**src/rtl/ptt_pkg.sv**
```systemverilog
// Shared types, codes and constants for the push-to-talk controller.
package ptt_pkg;

    localparam int SAMPLE_BITS = 16;
    localparam int HOLD_BITS   = 32;
    localparam int COOL_BITS   = 16;
    localparam int PRESS_BITS  = 32;
    localparam int SCNT_BITS   = 48;
    localparam int REQ_BITS    = 3;
    localparam int MODE_BITS   = 2;
    localparam int CFG_IDX_BITS  = 2;
    localparam int CFG_DATA_BITS = 16;

    localparam int OUT_BITS = MODE_BITS + 4 + SAMPLE_BITS + HOLD_BITS + PRESS_BITS + SCNT_BITS;
    localparam int OUT_DATA_BITS = ((OUT_BITS + 7) / 8) * 8;
    localparam int IN_DATA_BITS  = ((SAMPLE_BITS + 7) / 8) * 8;
    localparam int IN_USER_BITS  = ((REQ_BITS + 7) / 8) * 8;

    localparam logic [REQ_BITS-1:0] REQ_TICK    = 3'd0;
    localparam logic [REQ_BITS-1:0] REQ_PRESS   = 3'd1;
    localparam logic [REQ_BITS-1:0] REQ_RELEASE = 3'd2;
    localparam logic [REQ_BITS-1:0] REQ_TOGGLE  = 3'd3;
    localparam logic [REQ_BITS-1:0] REQ_SAMPLE  = 3'd4;
    localparam logic [REQ_BITS-1:0] REQ_CLEAR   = 3'd5;

    localparam logic [MODE_BITS-1:0] MODE_IDLE = 2'd0;
    localparam logic [MODE_BITS-1:0] MODE_TX   = 2'd1;
    localparam logic [MODE_BITS-1:0] MODE_COOL = 2'd2;

    localparam logic [CFG_IDX_BITS-1:0] CFG_ENABLE   = 2'd0;
    localparam logic [CFG_IDX_BITS-1:0] CFG_MIN_HOLD = 2'd1;
    localparam logic [CFG_IDX_BITS-1:0] CFG_COOLDOWN = 2'd2;
    localparam logic [CFG_IDX_BITS-1:0] CFG_BEEP_EN  = 2'd3;

    typedef struct packed {
        logic                  enable;
        logic [COOL_BITS-1:0]  min_hold;
        logic [COOL_BITS-1:0]  cooldown;
        logic                  beep_en;
    } t_cfg;

    typedef struct packed {
        logic [MODE_BITS-1:0]  mode;
        logic [HOLD_BITS-1:0]  hold;
        logic [COOL_BITS-1:0]  cool;
        logic [PRESS_BITS-1:0] press;
        logic [SCNT_BITS-1:0]  samples;
    } t_state;

    typedef struct packed {
        logic [SCNT_BITS-1:0]          sample_count;
        logic [PRESS_BITS-1:0]         transmission_count;
        logic [HOLD_BITS-1:0]          hold_time;
        logic signed [SAMPLE_BITS-1:0] sample_out;
        logic                          sample_valid;
        logic                          debounced;
        logic                          beep;
        logic                          mode_changed;
        logic [MODE_BITS-1:0]          mode;
    } t_result;

endpackage

```
**src/rtl/ptt_step.sv**
```systemverilog
// Next-state and result logic for one request beat.
module ptt_step (
    input  ptt_pkg::t_cfg                         i_cfg,
    input  ptt_pkg::t_state                       i_state,
    input  logic [ptt_pkg::REQ_BITS-1:0]          i_req,
    input  logic signed [ptt_pkg::SAMPLE_BITS-1:0] i_sample,
    output ptt_pkg::t_state                       o_state,
    output ptt_pkg::t_result                      o_result
);
    import ptt_pkg::*;

    logic [COOL_BITS-1:0] cool_inc;
    logic                 is_press;
    logic                 is_release;
    logic                 beep;
    logic                 deb;
    logic                 valid;
    t_state               nxt;

    assign cool_inc   = (i_state.cool != '1) ? i_state.cool + 1'b1 : i_state.cool;
    assign is_press   = (i_req == REQ_PRESS) || (i_req == REQ_TOGGLE && i_state.mode == MODE_IDLE);
    assign is_release = (i_req == REQ_RELEASE) || (i_req == REQ_TOGGLE && i_state.mode == MODE_TX);

    always_comb begin
        nxt   = i_state;
        beep  = 1'b0;
        deb   = 1'b0;
        valid = 1'b0;
        priority if (i_req == REQ_TICK) begin
            if (i_state.mode == MODE_TX) begin
                if (i_state.hold != '1) begin
                    nxt.hold = i_state.hold + 1'b1;
                end
            end else if (i_state.mode == MODE_COOL && i_cfg.enable) begin
                nxt.cool = cool_inc;
                if (cool_inc >= i_cfg.cooldown) begin
                    nxt.mode = MODE_IDLE;
                end
            end
        end else if (is_press) begin
            if (i_cfg.enable && i_state.mode == MODE_IDLE) begin
                nxt.mode = MODE_TX;
                nxt.hold = '0;
                if (i_state.press != '1) begin
                    nxt.press = i_state.press + 1'b1;
                end
                beep = i_cfg.beep_en;
            end
        end else if (is_release) begin
            if (i_cfg.enable && i_state.mode == MODE_TX) begin
                if (i_state.hold < {{(HOLD_BITS-COOL_BITS){1'b0}}, i_cfg.min_hold}) begin
                    nxt.mode = MODE_IDLE;
                    deb      = 1'b1;
                end else begin
                    nxt.mode = MODE_COOL;
                    nxt.cool = '0;
                    beep     = i_cfg.beep_en;
                end
            end
        end else if (i_req == REQ_SAMPLE) begin
            if (i_state.mode == MODE_TX) begin
                valid = 1'b1;
                if (i_state.samples != '1) begin
                    nxt.samples = i_state.samples + 1'b1;
                end
            end
        end else if (i_req == REQ_CLEAR) begin
            nxt.press   = '0;
            nxt.samples = '0;
        end else begin
            nxt = i_state;
        end
    end

    assign o_state = nxt;

    assign o_result.mode               = nxt.mode;
    assign o_result.mode_changed       = (nxt.mode != i_state.mode);
    assign o_result.beep               = beep;
    assign o_result.debounced          = deb;
    assign o_result.sample_valid       = valid;
    assign o_result.sample_out         = valid ? i_sample : '0;
    assign o_result.hold_time          = (nxt.mode == MODE_IDLE) ? '0 : nxt.hold;
    assign o_result.transmission_count = nxt.press;
    assign o_result.sample_count       = nxt.samples;

endmodule

```
**src/rtl/push_to_talk_controller_core.sv**
```systemverilog
// Push-to-talk controller top level: configuration, state and result registers.
// The result beat is registered and appears in the cycle after its request beat is accepted.
// Throughput: one request beat per cycle unless the output stalls; the state update is a single pass.
// A new beat is taken whenever the result register is empty or being drained.
// Reset (synchronous, active low) sets mode idle, clears timers and counters,
// and loads register defaults (enable 0, beep_enable 1).
module push_to_talk_controller_core (
    input  logic                                 i_clk,
    input  logic                                 i_rst_n,
    input  logic                                 i_cfg_we,
    input  logic [ptt_pkg::CFG_IDX_BITS-1:0]     i_cfg_idx,
    input  logic [ptt_pkg::CFG_DATA_BITS-1:0]    i_cfg_data,
    input  logic                                 s_axis_tvalid,
    output logic                                 s_axis_tready,
    // sample_in
    input  logic [ptt_pkg::IN_DATA_BITS-1:0]     s_axis_tdata,
    // req_type
    input  logic [ptt_pkg::IN_USER_BITS-1:0]     s_axis_tuser,
    output logic                                 m_axis_tvalid,
    input  logic                                 m_axis_tready,
    // mode, mode_changed, beep, debounced, sample_valid, sample_out,
    // hold_time, transmission_count, sample_count
    output logic [ptt_pkg::OUT_DATA_BITS-1:0]    m_axis_tdata
);
    import ptt_pkg::*;

    t_cfg    r_cfg;
    t_state  r_state;
    t_state  n_state;
    t_result n_result;
    t_result r_result;
    logic    r_out_valid;
    logic    accept;

    assign s_axis_tready = !r_out_valid || m_axis_tready;
    assign accept        = s_axis_tvalid && s_axis_tready;

    always_ff @(posedge i_clk) begin
        if (!i_rst_n) begin
            r_cfg.enable   <= 1'b0;
            r_cfg.min_hold <= '0;
            r_cfg.cooldown <= '0;
            r_cfg.beep_en  <= 1'b1;
        end else if (i_cfg_we) begin
            unique case (i_cfg_idx)
                CFG_ENABLE:   r_cfg.enable   <= i_cfg_data[0];
                CFG_MIN_HOLD: r_cfg.min_hold <= i_cfg_data[COOL_BITS-1:0];
                CFG_COOLDOWN: r_cfg.cooldown <= i_cfg_data[COOL_BITS-1:0];
                CFG_BEEP_EN:  r_cfg.beep_en  <= i_cfg_data[0];
                default:      r_cfg          <= r_cfg;
            endcase
        end
    end

    ptt_step u_step (
        .i_cfg    (r_cfg),
        .i_state  (r_state),
        .i_req    (s_axis_tuser[REQ_BITS-1:0]),
        .i_sample (s_axis_tdata[SAMPLE_BITS-1:0]),
        .o_state  (n_state),
        .o_result (n_result)
    );

    always_ff @(posedge i_clk) begin
        if (!i_rst_n) begin
            r_state.mode    <= MODE_IDLE;
            r_state.hold    <= '0;
            r_state.cool    <= '0;
            r_state.press   <= '0;
            r_state.samples <= '0;
            r_out_valid     <= 1'b0;
        end else begin
            if (accept) begin
                r_state     <= n_state;
                r_out_valid <= 1'b1;
            end else if (m_axis_tready) begin
                r_out_valid <= 1'b0;
            end
        end
    end

    always_ff @(posedge i_clk) begin
        if (accept) begin
            r_result <= n_result;
        end
    end

    assign m_axis_tvalid = r_out_valid;
    assign m_axis_tdata  = {{(OUT_DATA_BITS-OUT_BITS){1'b0}}, r_result};

endmodule
```
**config.mk**
```make
export PLATFORM = sky130hd
export DESIGN_NAME = push_to_talk_controller_core
export DESIGN_NICKNAME = d
export VERILOG_FILES = /design/src/rtl/ptt_pkg.sv /design/src/rtl/ptt_step.sv /design/src/rtl/push_to_talk_controller_core.sv
export SDC_FILE = /design/constraint.sdc
export NUM_CORES = 1
export LEC_CHECK = 0
export ABC_CLOCK_PERIOD_IN_PS = 3740
export BUFFER_PORTS_ARGS = -buffer_cell sky130_fd_sc_hd__clkbuf_2
export CORE_MARGIN = 4
export CORE_UTILIZATION = 26
export DETAILED_ROUTE_END_ITERATION = 8
export PLACE_DENSITY = 0.55
export RECOVER_POWER = 25
export REMOVE_ABC_BUFFERS = 1
export SYNTH_ARGS = -nofsm -noshare
export SYNTH_HDL_FRONTEND = slang
export SYNTH_HIERARCHICAL = 1
export SYNTH_SLANG_ARGS = --single-unit
```
**constraint.sdc**
```tcl
create_clock -name i_clk -period 3.74 [get_ports i_clk]
set_clock_uncertainty 0.2 [all_clocks]
set_input_delay 0.374 -clock i_clk [delete_from_list [all_inputs] [get_ports i_clk]]
set_output_delay 0.374 -clock i_clk [all_outputs]
set_load 0.1 [all_outputs]
```
==> results of run 1 <==
-- registers in the layout, indices dropped and copies added, names as in the netlist --
name	cells
m_axis_tdata	134
r_state	130
r_cfg	34
m_axis_tvalid	1
-- final cells by class --
cell class              count  area (µm²)
fillers                  6501       42800
multi-input cells        1236        7770
flip-flops and latches    299        7330
repair buffers            265        1590
clock buffers              49        1060
well taps                 837        1050
clock inverters            19         209
inverters                  47         176
-- report_power, final --
| part | internal (mW) | switching (mW) | total (mW) |
|---|---|---|---|
| clock | 2.23 | 1.49 | 3.72 |
| sequential | 3.49 | 0.0340 | 3.53 |
| combinational | 0.159 | 0.781 | 0.941 |
-- final timing paths --
kind                                       from                to  depth (start not counted)
worst max-delay path                r_state[80]  m_axis_tdata[47]                         14
worst min-delay path            s_axis_tdata[9]  m_axis_tdata[15]                          2
worst max register to register      r_state[80]  m_axis_tdata[47]                         14
worst min register to register        r_cfg[10]         r_cfg[10]                          2
-- cells by family after synthesis --
logic type,synth area share
other cells,0.000230
simple gates,0.227
xor+xnor,0.00751
buf+inv,0.0791
fa+ha+maj,0.0268
compound gates,0.0831
flops,0.449
mux,0.127
-- metrics by stage --
| step | std cells | util | cell area [µm²] | power (mW) |
|---|---|---|---|---|
| 6_report | 2752 | 0.310 | 19200 | 8.19 |
| 5_1_grt | 2752 | 0.310 | 19200 | 8.51 |
| 4_1_cts | 2751 | 0.311 | 19200 | 8.36 |
| 3_5_place_dp | 2648 | 0.284 | 17600 | 4.53 |
| 3_3_place_gp | 2648 | 0.284 | 17600 | 4.52 |
| 2_1_floorplan | 1582 | - | 15200 | 4.38 |
-- layer usage --
metal | wire length [µm] | share of wire | up-vias | global-route usage
li1 | - | - | 6444 | -
met1 | 20600 | 0.47 | 6144 | 0.173
met2 | 20500 | 0.46 | 312 | 0.212
met3 | 2150 | 0.049 | 62 | 0.0230
met4 | 926 | 0.021 | 0 | 0.0327
met5 | 0 | 0 | - | 0
-- synthesized netlist by cell type (4+ instances only) --
cell       number  area [µm²]
or4_1           5        37.5
nand4_1        38         238
and4_1         20         175
a21oi_1        28         140
a211oi_1       18         135
mux2_2         10         113
nor3_1         27         135
and3_1         43         269
a21o_1          9        67.6
buf_4          88         661
a21o_2          4        35.0
o31ai_1        12        90.1
edfxtp_1      134        4020
o2111ai_1       6        52.6
o21ai_0        59         295
nor3b_1         6        45.0
nand3_1       103         515
buf_6          10         113
or3_1           8        50.1
nand3b_1        5        37.5
xor2_1          7        61.3
nand2b_1        7        43.8
nor2_1         42         158
nor4_1         13        81.3
a31oi_1         6        37.5
and2_1          6        37.5
ha_1           35         438
o311ai_0        5        43.8
a21oi_2         4        35.0
nand2_1       430        1610
dfxtp_1       165        3300
xnor2_1         7        61.3
or2_2           7        43.8
inv_1          47         176
clkbuf_1       69         259
mux2i_1       196        1960
buf_2          13        65.1
o211ai_1       17         128
-- timing repair --
action,4_1_cts,5_1_grt
resized for setup,1,8
hold endpoints to repair,49,0
endpoints found under the setup margin,3,34
cloned,0,0
hold buffers,35,0
pin swaps,0,2
setup buffers,0,1
==> run summary, run 1 <==
Crit-path leading delay family = simple AND/OR/NAND/NOR gates
Crit end category = flop
Power Density = 427 nW/µm²
Grt total ovfl = 0
Routed Antenna Nets = 0
Initial antenna violation count = 1
Max frequency = 287 MHz
Per-cell routed wire length = 16.0 µm
I/O Buffers = 177
Register bit count reported by yosys = 299
Leak pwr = 7.29 nW
Data required time of the worst path = 3820 ps
EDFF count, synth = 134
Synth warnings = 6
Hold Path Class = in2reg
Most frequent CP cell = ha_1
I/O pin count = 185
Area growth, synth to finish = 17.5%
Via count = 13000
Max_cap viols = 2
Status = finished with violations
First-pass GRT wire length = 69.8 mm
# DRC = 0
Die area = 66800 µm²
Max IR drop VDD = 0.263 mV
CTS tree = done
Initial Utilization = 0.263
DIE HEIGHT = 259 µm
Final hold vios = 0
Cell Area, Synth = 16300 µm²
Cell breakdown of the critical path = ha_1 > nand3_2 > nor4_4 > nand2b_1 > nor2b_1 > nand2_1 > xnor2_1 > ha_1 > and4_1 > nor4b_1 > a211oi_2 > nor2_2 > buf_12 > a211oi_1
N_diodes = 0
Routed wire length = 44.2 mm
Gpl congestion = 0.813
Final WS setup = 261 ps
Hold slack = 113 ps
1st-pass router iterations = 5
Period utilisation layout = 0.930
CP Launch Type = flop
Most frequent cells in the layout = 431 x nand2_1, 196 x mux2i_1, 165 x dfxtp_1, 134 x edfxtp_1, 110 x clkbuf_2
Clock root buffer = clkbuf_16
Slowest Stage Delay on Critical Path = 450 ps
Slew @ Worst Pin = 2110 ps
Core area = 61900 µm²
Worst slew margin = -0.409
Setup Crit Path Kind = reg2reg
Clk_lat worst skew = 550 ps
# rows = 91
Overall die width = 259 µm
Endpoints failing setup = 0
Worst-case clock buffer depth = 3
Layout cells sized above 1 = 0.146
Vias per cell = 4.71
CP arrival = 3560 ps
Primary FF master, synth = dfxtp_1
Yosys cell types = 76
Num CTS Buffers = 37
Largest net degree at the start of global routing = 110
Total Neg Setup Slack = 0 ps
Clock sink total = 299
Vias in the first global route = 12400
RSZ-0062 raised after global routing = no
Commonest non-fill, non-tap cell in the layout = nand2_1
Ys async rst share = 0
CP max FO = 33
Worst-path clk slew = 60 ps
Tmin final = 3480 ps
Critical path's slowest cell = nor4b_1
Reg2Reg Setup Slack = 260 ps
Place WS = 2.59 ps
Htree depth = 2
Post-synthesis sequential area ratio = 0.449
Total GRT Usage = 0.128
Synthesized instance count = 1765
WP buf/inv = 1
Failing checks = capacitance limit, slew limit
Final net count = 1968
Final Max Slew Viols = 132
Dpl hpwl = 30.7 mm
Initial DRC Count = 895
Synth Area per Inst = 9.25 µm²
No activity file was read; power rests on OpenSTA's default activity.
==> inputs of run 2 (changes only) <==
Settings changed: ABC_CLOCK_PERIOD_IN_PS 3740 to 3000.
Clock period 3.74 ns to 3 ns, I/O delays scaled along.
==> run 2 against run 1 <==
Net effect:
- the run ends with setup timing left
- final area increased by 5.5%
- final cell count increased by 2.7%
- via count increased by 2.5%
- combinational power increased by 30%
- die area unchanged
- critical endpoint is now m_axis_tdata[35]
- worst hold slack got worse by 68 ps
- sequential share of layout area decreased by 2.0 points
- global-route usage increased by 0.15 points
- clock power increased by 31%
- register-to-register slack got worse by 730 ps
==> run summary, run 2 (synthesis gave the netlist of run 1 again) <==
Area growth, synth to finish = 23.9%
Failing checks = setup timing
Largest net degree at the start of global routing = 108
RSZ-0062 raised after global routing = yes
Vias per cell = 4.70
# DRC = 0
Pint = 7.59 mW
Final net count = 2039
Via count = 13300
Max frequency = 289 MHz
Part of the power in registers = 0.419
DIE HEIGHT = 259 µm
Power Density = 519 nW/µm²
Worst-path clk slew = 50 ps
Worst-case clock buffer depth = 3
CP max FO = 8
Data required time of the worst path = 3190 ps
Comb pwr share = 0.116
Hold slack = 45.2 ps
Largest register FFs = 134
Commonest non-fill, non-tap cell in the layout = nand2_1
Status = finished with violations
Slew @ Worst Pin = 1360 ps
Core area = 61900 µm²
Dpl hpwl = 31.6 mm
Clk_lat worst skew = 550 ps
I/O pin count = 185
Final Max Slew Viols = 0
# rows = 91
Overall die width = 259 µm
CTS tree = done
CP Launch Type = flop
I/O Buffers = 177
Place WS = -697 ps
Worst slew margin = 0.0927
Final Util = 0.327
Tmin final = 3460 ps
Non-Filler Instances = 2825
Layout cells sized above 1 = 0.229
Die area = 66800 µm²
Clock root buffer = clkbuf_16
Most frequent cells in the layout = 429 x nand2_1, 196 x mux2i_1, 177 x clkbuf_2, 163 x dfxtp_1, 134 x edfxtp_1
Leak pwr = 7.95 nW
Initial antenna violation count = 3
Final hold vios = 0
CP arrival = 3650 ps
Per-cell routed wire length = 16.1 µm
Clock power share = 0.465
Sw frac = 0.277
Gpl congestion = 0.831
Max_cap viols = 0
Cell count after placement = 2701
Hold Path Class = in2reg
Routed Antenna Nets = 0
Period utilisation layout = 1.15
First-pass GRT wire length = 70.7 mm
1st-pass router iterations = 5
Crit end category = flop
Num CTS Buffers = 39
Final WS setup = -464 ps
Grt total ovfl = 0
Power Total = 10.5 mW
Total GRT Usage = 0.130
Routed wire length = 45.5 mm
Initial DRC Count = 809
Initial Utilization = 0.263
Max IR drop VDD = 0.319 mV
Clock sink total = 299
Fillers = 6387
Htree depth = 2
Setup Crit Path Kind = reg2reg
Vias in the first global route = 13000
Sw Pwr = 2.90 mW
Endpoints failing setup = 37
-- run 2: changes by cell type in the layout (fill, tap and decap cells not counted), moves of 10 or more --
cell | before | now
buf_4 | 44 | 95
clkbuf_1 | 75 | 13
a211oi_1 | 13 | 3
a211oi_2 | 5 | 15
clkbuf_2 | 110 | 177
-- run 2: repair_timing --
action                                 CTS  global route
setup buffers                            3             8
endpoints found under the hold margin   51             0
pin swaps                                5            32
setup endpoints to repair               35            51
cloned                                   0             4
resized for setup                       17            48
hold buffers                            37             0
-- run 2: critical path, cell delays in order, from the launching register on --
cell,delay [ps]
dfxtp_2,350
ha_4,160
nand3_4,80
nor4_4,250
nand2b_1,150
buf_6,150
buf_6,120
xnor2_2,130
ha_1,290
nand2b_1,140
a21o_1,180
a211o_1,290
a211oi_2,320
nor2_4,140
clkbuf_16,210
nor3_4,170
-- run 2: worst paths after layout --
kind,end,start,cells past startpoint,slack (ps)
setup / recovery,m_axis_tdata[35],r_state[81],15,-460
hold / removal,m_axis_tdata[15],s_axis_tdata[9],2,50
setup reg to reg,m_axis_tdata[35],r_state[81],15,-460
hold reg to reg,r_cfg[8],r_cfg[8],2,270
-- run 2: power groups by stage --
stage / Combinational (mW) / Clock [mW] / Sequential (mW)
after global routing: 1.27 / 5.22 / 4.40
after global placement: 1.18 / 0 / 4.48
final: 1.22 / 4.88 / 4.40
after CTS: 1.22 / 5.06 / 4.40
after floorplan: 0.307 / 0 / 5.15
after detailed placement: 1.18 / 0 / 4.48
-- run 2: final cells by class --
class / instances / area, µm² / share of cell area
Multi-Input combinational cell: 1236 / 8000 / 0.395
Tap cell: 837 / 1050 / 0.0518
Antenna cell: 1 / 2.50 / 0.000124
Clock inverter: 22 / 277 / 0.0137
Timing Repair Buffer: 334 / 2320 / 0.115
Sequential cell: 299 / 7330 / 0.362
Clock buffer: 49 / 1080 / 0.0532
Inverter: 47 / 176 / 0.00872
-- run 2: per-stage QoR --
step	area, µm²	setup TNS [ps]
finish	20200	-13660
global route	20200	-21960
detailed placement	18100	-20310
floorplan	15200	-1718710
global placement	18100	-18580
CTS	19900	-9980
-- run 2: layer usage --
metal | wire [µm] | share of wire | track usage | vias to the layer above
met2 | 21300 | 0.47 | 0.218 | 297
met5 | 0 | 0 | 0 | -
li1 | - | - | - | 6590
met4 | 920 | 0.020 | 0.0336 | 0
met3 | 1960 | 0.043 | 0.0236 | 57
met1 | 21300 | 0.47 | 0.172 | 6343
==> inputs of run 3 (changes only) <==
Settings changed: BUFFER_PORTS_ARGS -buffer_cell sky130_fd_sc_hd__clkbuf_2 to default, CORE_ASPECT_RATIO from default to 1.75, DONT_BUFFER_PORTS from default to 1, PLACE_DENSITY 0.55 to 0.53.
==> run 3 against run 2 <==
Net effect:
- the flow still finishes with violations (setup timing)
- total power fell by 4.4%
- largest cell class unchanged
- global-route usage up 1.7 points
- largest power group is now sequential cells
- clock-buffer cell count down 10
- register-to-register slack better by 90 ps
- fmax rose by 2.5%
- clock power fell by 8.6%
- sequential cell count unchanged
- critical path type unchanged
- utilization up 1.8 points
- sequential share of layout area decreased by 1.9 points
- non-clock buffer count grew 50
- first-iteration DRC count decreased by 35%
- worst hold slack worse by 16 ps
- highest routed layer unchanged
==> run summary, run 3 (synthesis gave the netlist of run 1 again) <==
Status = finished with violations
Failing checks = setup timing
Non-Filler Instances = 2827
Max IR drop VDD = 0.619 mV
Power Total = 10.0 mW
Commonest non-fill, non-tap cell in the layout = nand2_1
Area growth, synth to finish = 31.3%
Routed Antenna Nets = 0
Reg area = 7340 µm²
Most frequent cells in the layout = 429 x nand2_1, 216 x dlygate4sd3_1, 195 x mux2i_1, 153 x dfxtp_1, 140 x buf_4
Final WS setup = -379 ps
Total Neg Setup Slack = -12230 ps
Setup Crit Path Kind = reg2reg
Cell breakdown of the critical path = buf_6 > nand4_1 > buf_4 > nor4_2 > buf_4 > xnor2_1 > nand2_1 > ha_4 > a21o_1 > a21o_1 > a21o_1 > buf_4 > a211oi_4 > nor2_4 > clkbuf_16 > nor2_4 > nand2_1 > mux2i_1
# rows = 121
Final Util = 0.344
Period utilisation layout = 1.13
Part of the power in registers = 0.504
Initial DRC Count = 523
Dpl hpwl = 33.9 mm
Placed cell area = 17400 µm²
RSZ-0062 raised after global routing = yes
Layout cells sized above 1 = 0.173
Slowest Stage Delay on Critical Path = 360 ps
Slew @ Worst Pin = 1370 ps
Multi-input gate area in the final layout = 8100 µm²
CTS tree = done
Sw Pwr = 2.87 mW
Initial Utilization = 0.262
Gpl congestion = 0.862
Place WS = -656 ps
WP buf/inv = 5
Die area = 67000 µm²
Clock root buffer = clkbuf_16
1st-pass router iterations = 7
Fillers = 6284
Grt total ovfl = 0
Tmin final = 3380 ps
Clock sink total = 299
Max_cap viols = 0
Final net count = 2084
Overall die width = 197 µm
Per-cell routed wire length = 18.8 µm
Max frequency = 296 MHz
Num CTS Buffers = 34
Vias per cell = 4.92
GR met2 Demand/Resource = 0.277
Largest register FFs = 134
Via count = 13900
CP arrival = 3650 ps
Pint = 7.16 mW
Htree depth = 2
I/O pin count = 185
Crit-path leading delay family = buffers and inverters
Crit end category = flop
Clock power share = 0.445
Clk_lat worst skew = 550 ps
Total GRT Usage = 0.147
First-pass GRT wire length = 78.3 mm
Post-route cell area = 21400 µm²
Cell count after placement = 2519
# DRC = 0
Largest net degree at the start of global routing = 312
Sw frac = 0.286
Worst-path clk slew = 70 ps
Met1 usage = 0.154
Final Max Slew Viols = 0
Final hold vios = 0
Routed wire length = 53.3 mm
Core area = 62200 µm²
CP max FO = 7
Vias in the first global route = 14000
CP Launch Type = flop
DIE HEIGHT = 339 µm
Endpoints failing setup = 42
I/O Buffers = 0
Power Density = 468 nW/µm²
Worst slew margin = 0.0892
Comb pwr share = 0.051
GR peak layer = met2
Initial antenna violation count = 0
Leak pwr = 7.82 nW
Met3 usage = 0.0259
Worst-case clock buffer depth = 3
Data required time of the worst path = 3270 ps
Critical path's slowest cell = dfxtp_2
Hold slack = 29.3 ps
Hold Path Class = in2reg
run 3: changes by cell type in the layout (fill, tap and decap cells not counted), sizes merged:
| cell | before | now |
|---|---|---|
| buf | 108 | 161 |
| bufinv | 5 | 4 |
| clkbuf | 238 | 46 |
| clkinv | 10 | 6 |
| clkinvlp | 3 | 5 |
| dlygate4sd3 | 37 | 216 |
| inv | 51 | 54 |
run 3: area by class of cell:
type,count,share of cell area
timing repair buffer,384,0.169
multi-input combinational,1236,0.378
sequential,299,0.343
antenna,1,0.000117
clock inverter,22,0.0119
clock buffer,39,0.0430
tap,799,0.0467
inverter,47,0.00824
run 3: path summary, 6_finish.rpt:
path / from / to / slack [ps] / cells past startpoint
worst max register to register: r_state[80] / r_state[129] / -380 / 18
worst min register to register: r_state[27] / r_state[27] / 310 / 2
worst max-delay path: r_state[80] / r_state[129] / -380 / 18
worst min-delay path: i_cfg_we / r_cfg[5] / 30 / 3
run 3: repair_timing:
item | in CTS | in global routing
resized for setup | 82 | 30
hold buffers | 213 | 5
endpoints found under the hold margin | 189 | 93
setup buffers | 9 | 16
gates cloned | 3 | 0
pin swaps | 40 | 18
setup endpoints to repair | 35 | 63
run 3: power groups by stage:
stage	combinational [mW]	clock, mW	sequential, mW
after global routing	0.546	4.77	5.06
after floorplan	0.307	0	5.15
after CTS	0.460	4.62	5.06
after detailed placement	0.370	0	5.15
after global placement	0.367	0	5.15
final	0.511	4.46	5.05
run 3: tightest hold or removal path, stage by stage:
cell and delay (ps):
nand3b_1 50, buf_4 220, o21ai_0 170
run 3: layer usage:
layer / vias up / share of wire
li1: 6666 / -
met1: 6760 / 0.36
met2: 354 / 0.54
met3: 127 / 0.044
met4: 0 / 0.054
met5: - / 0
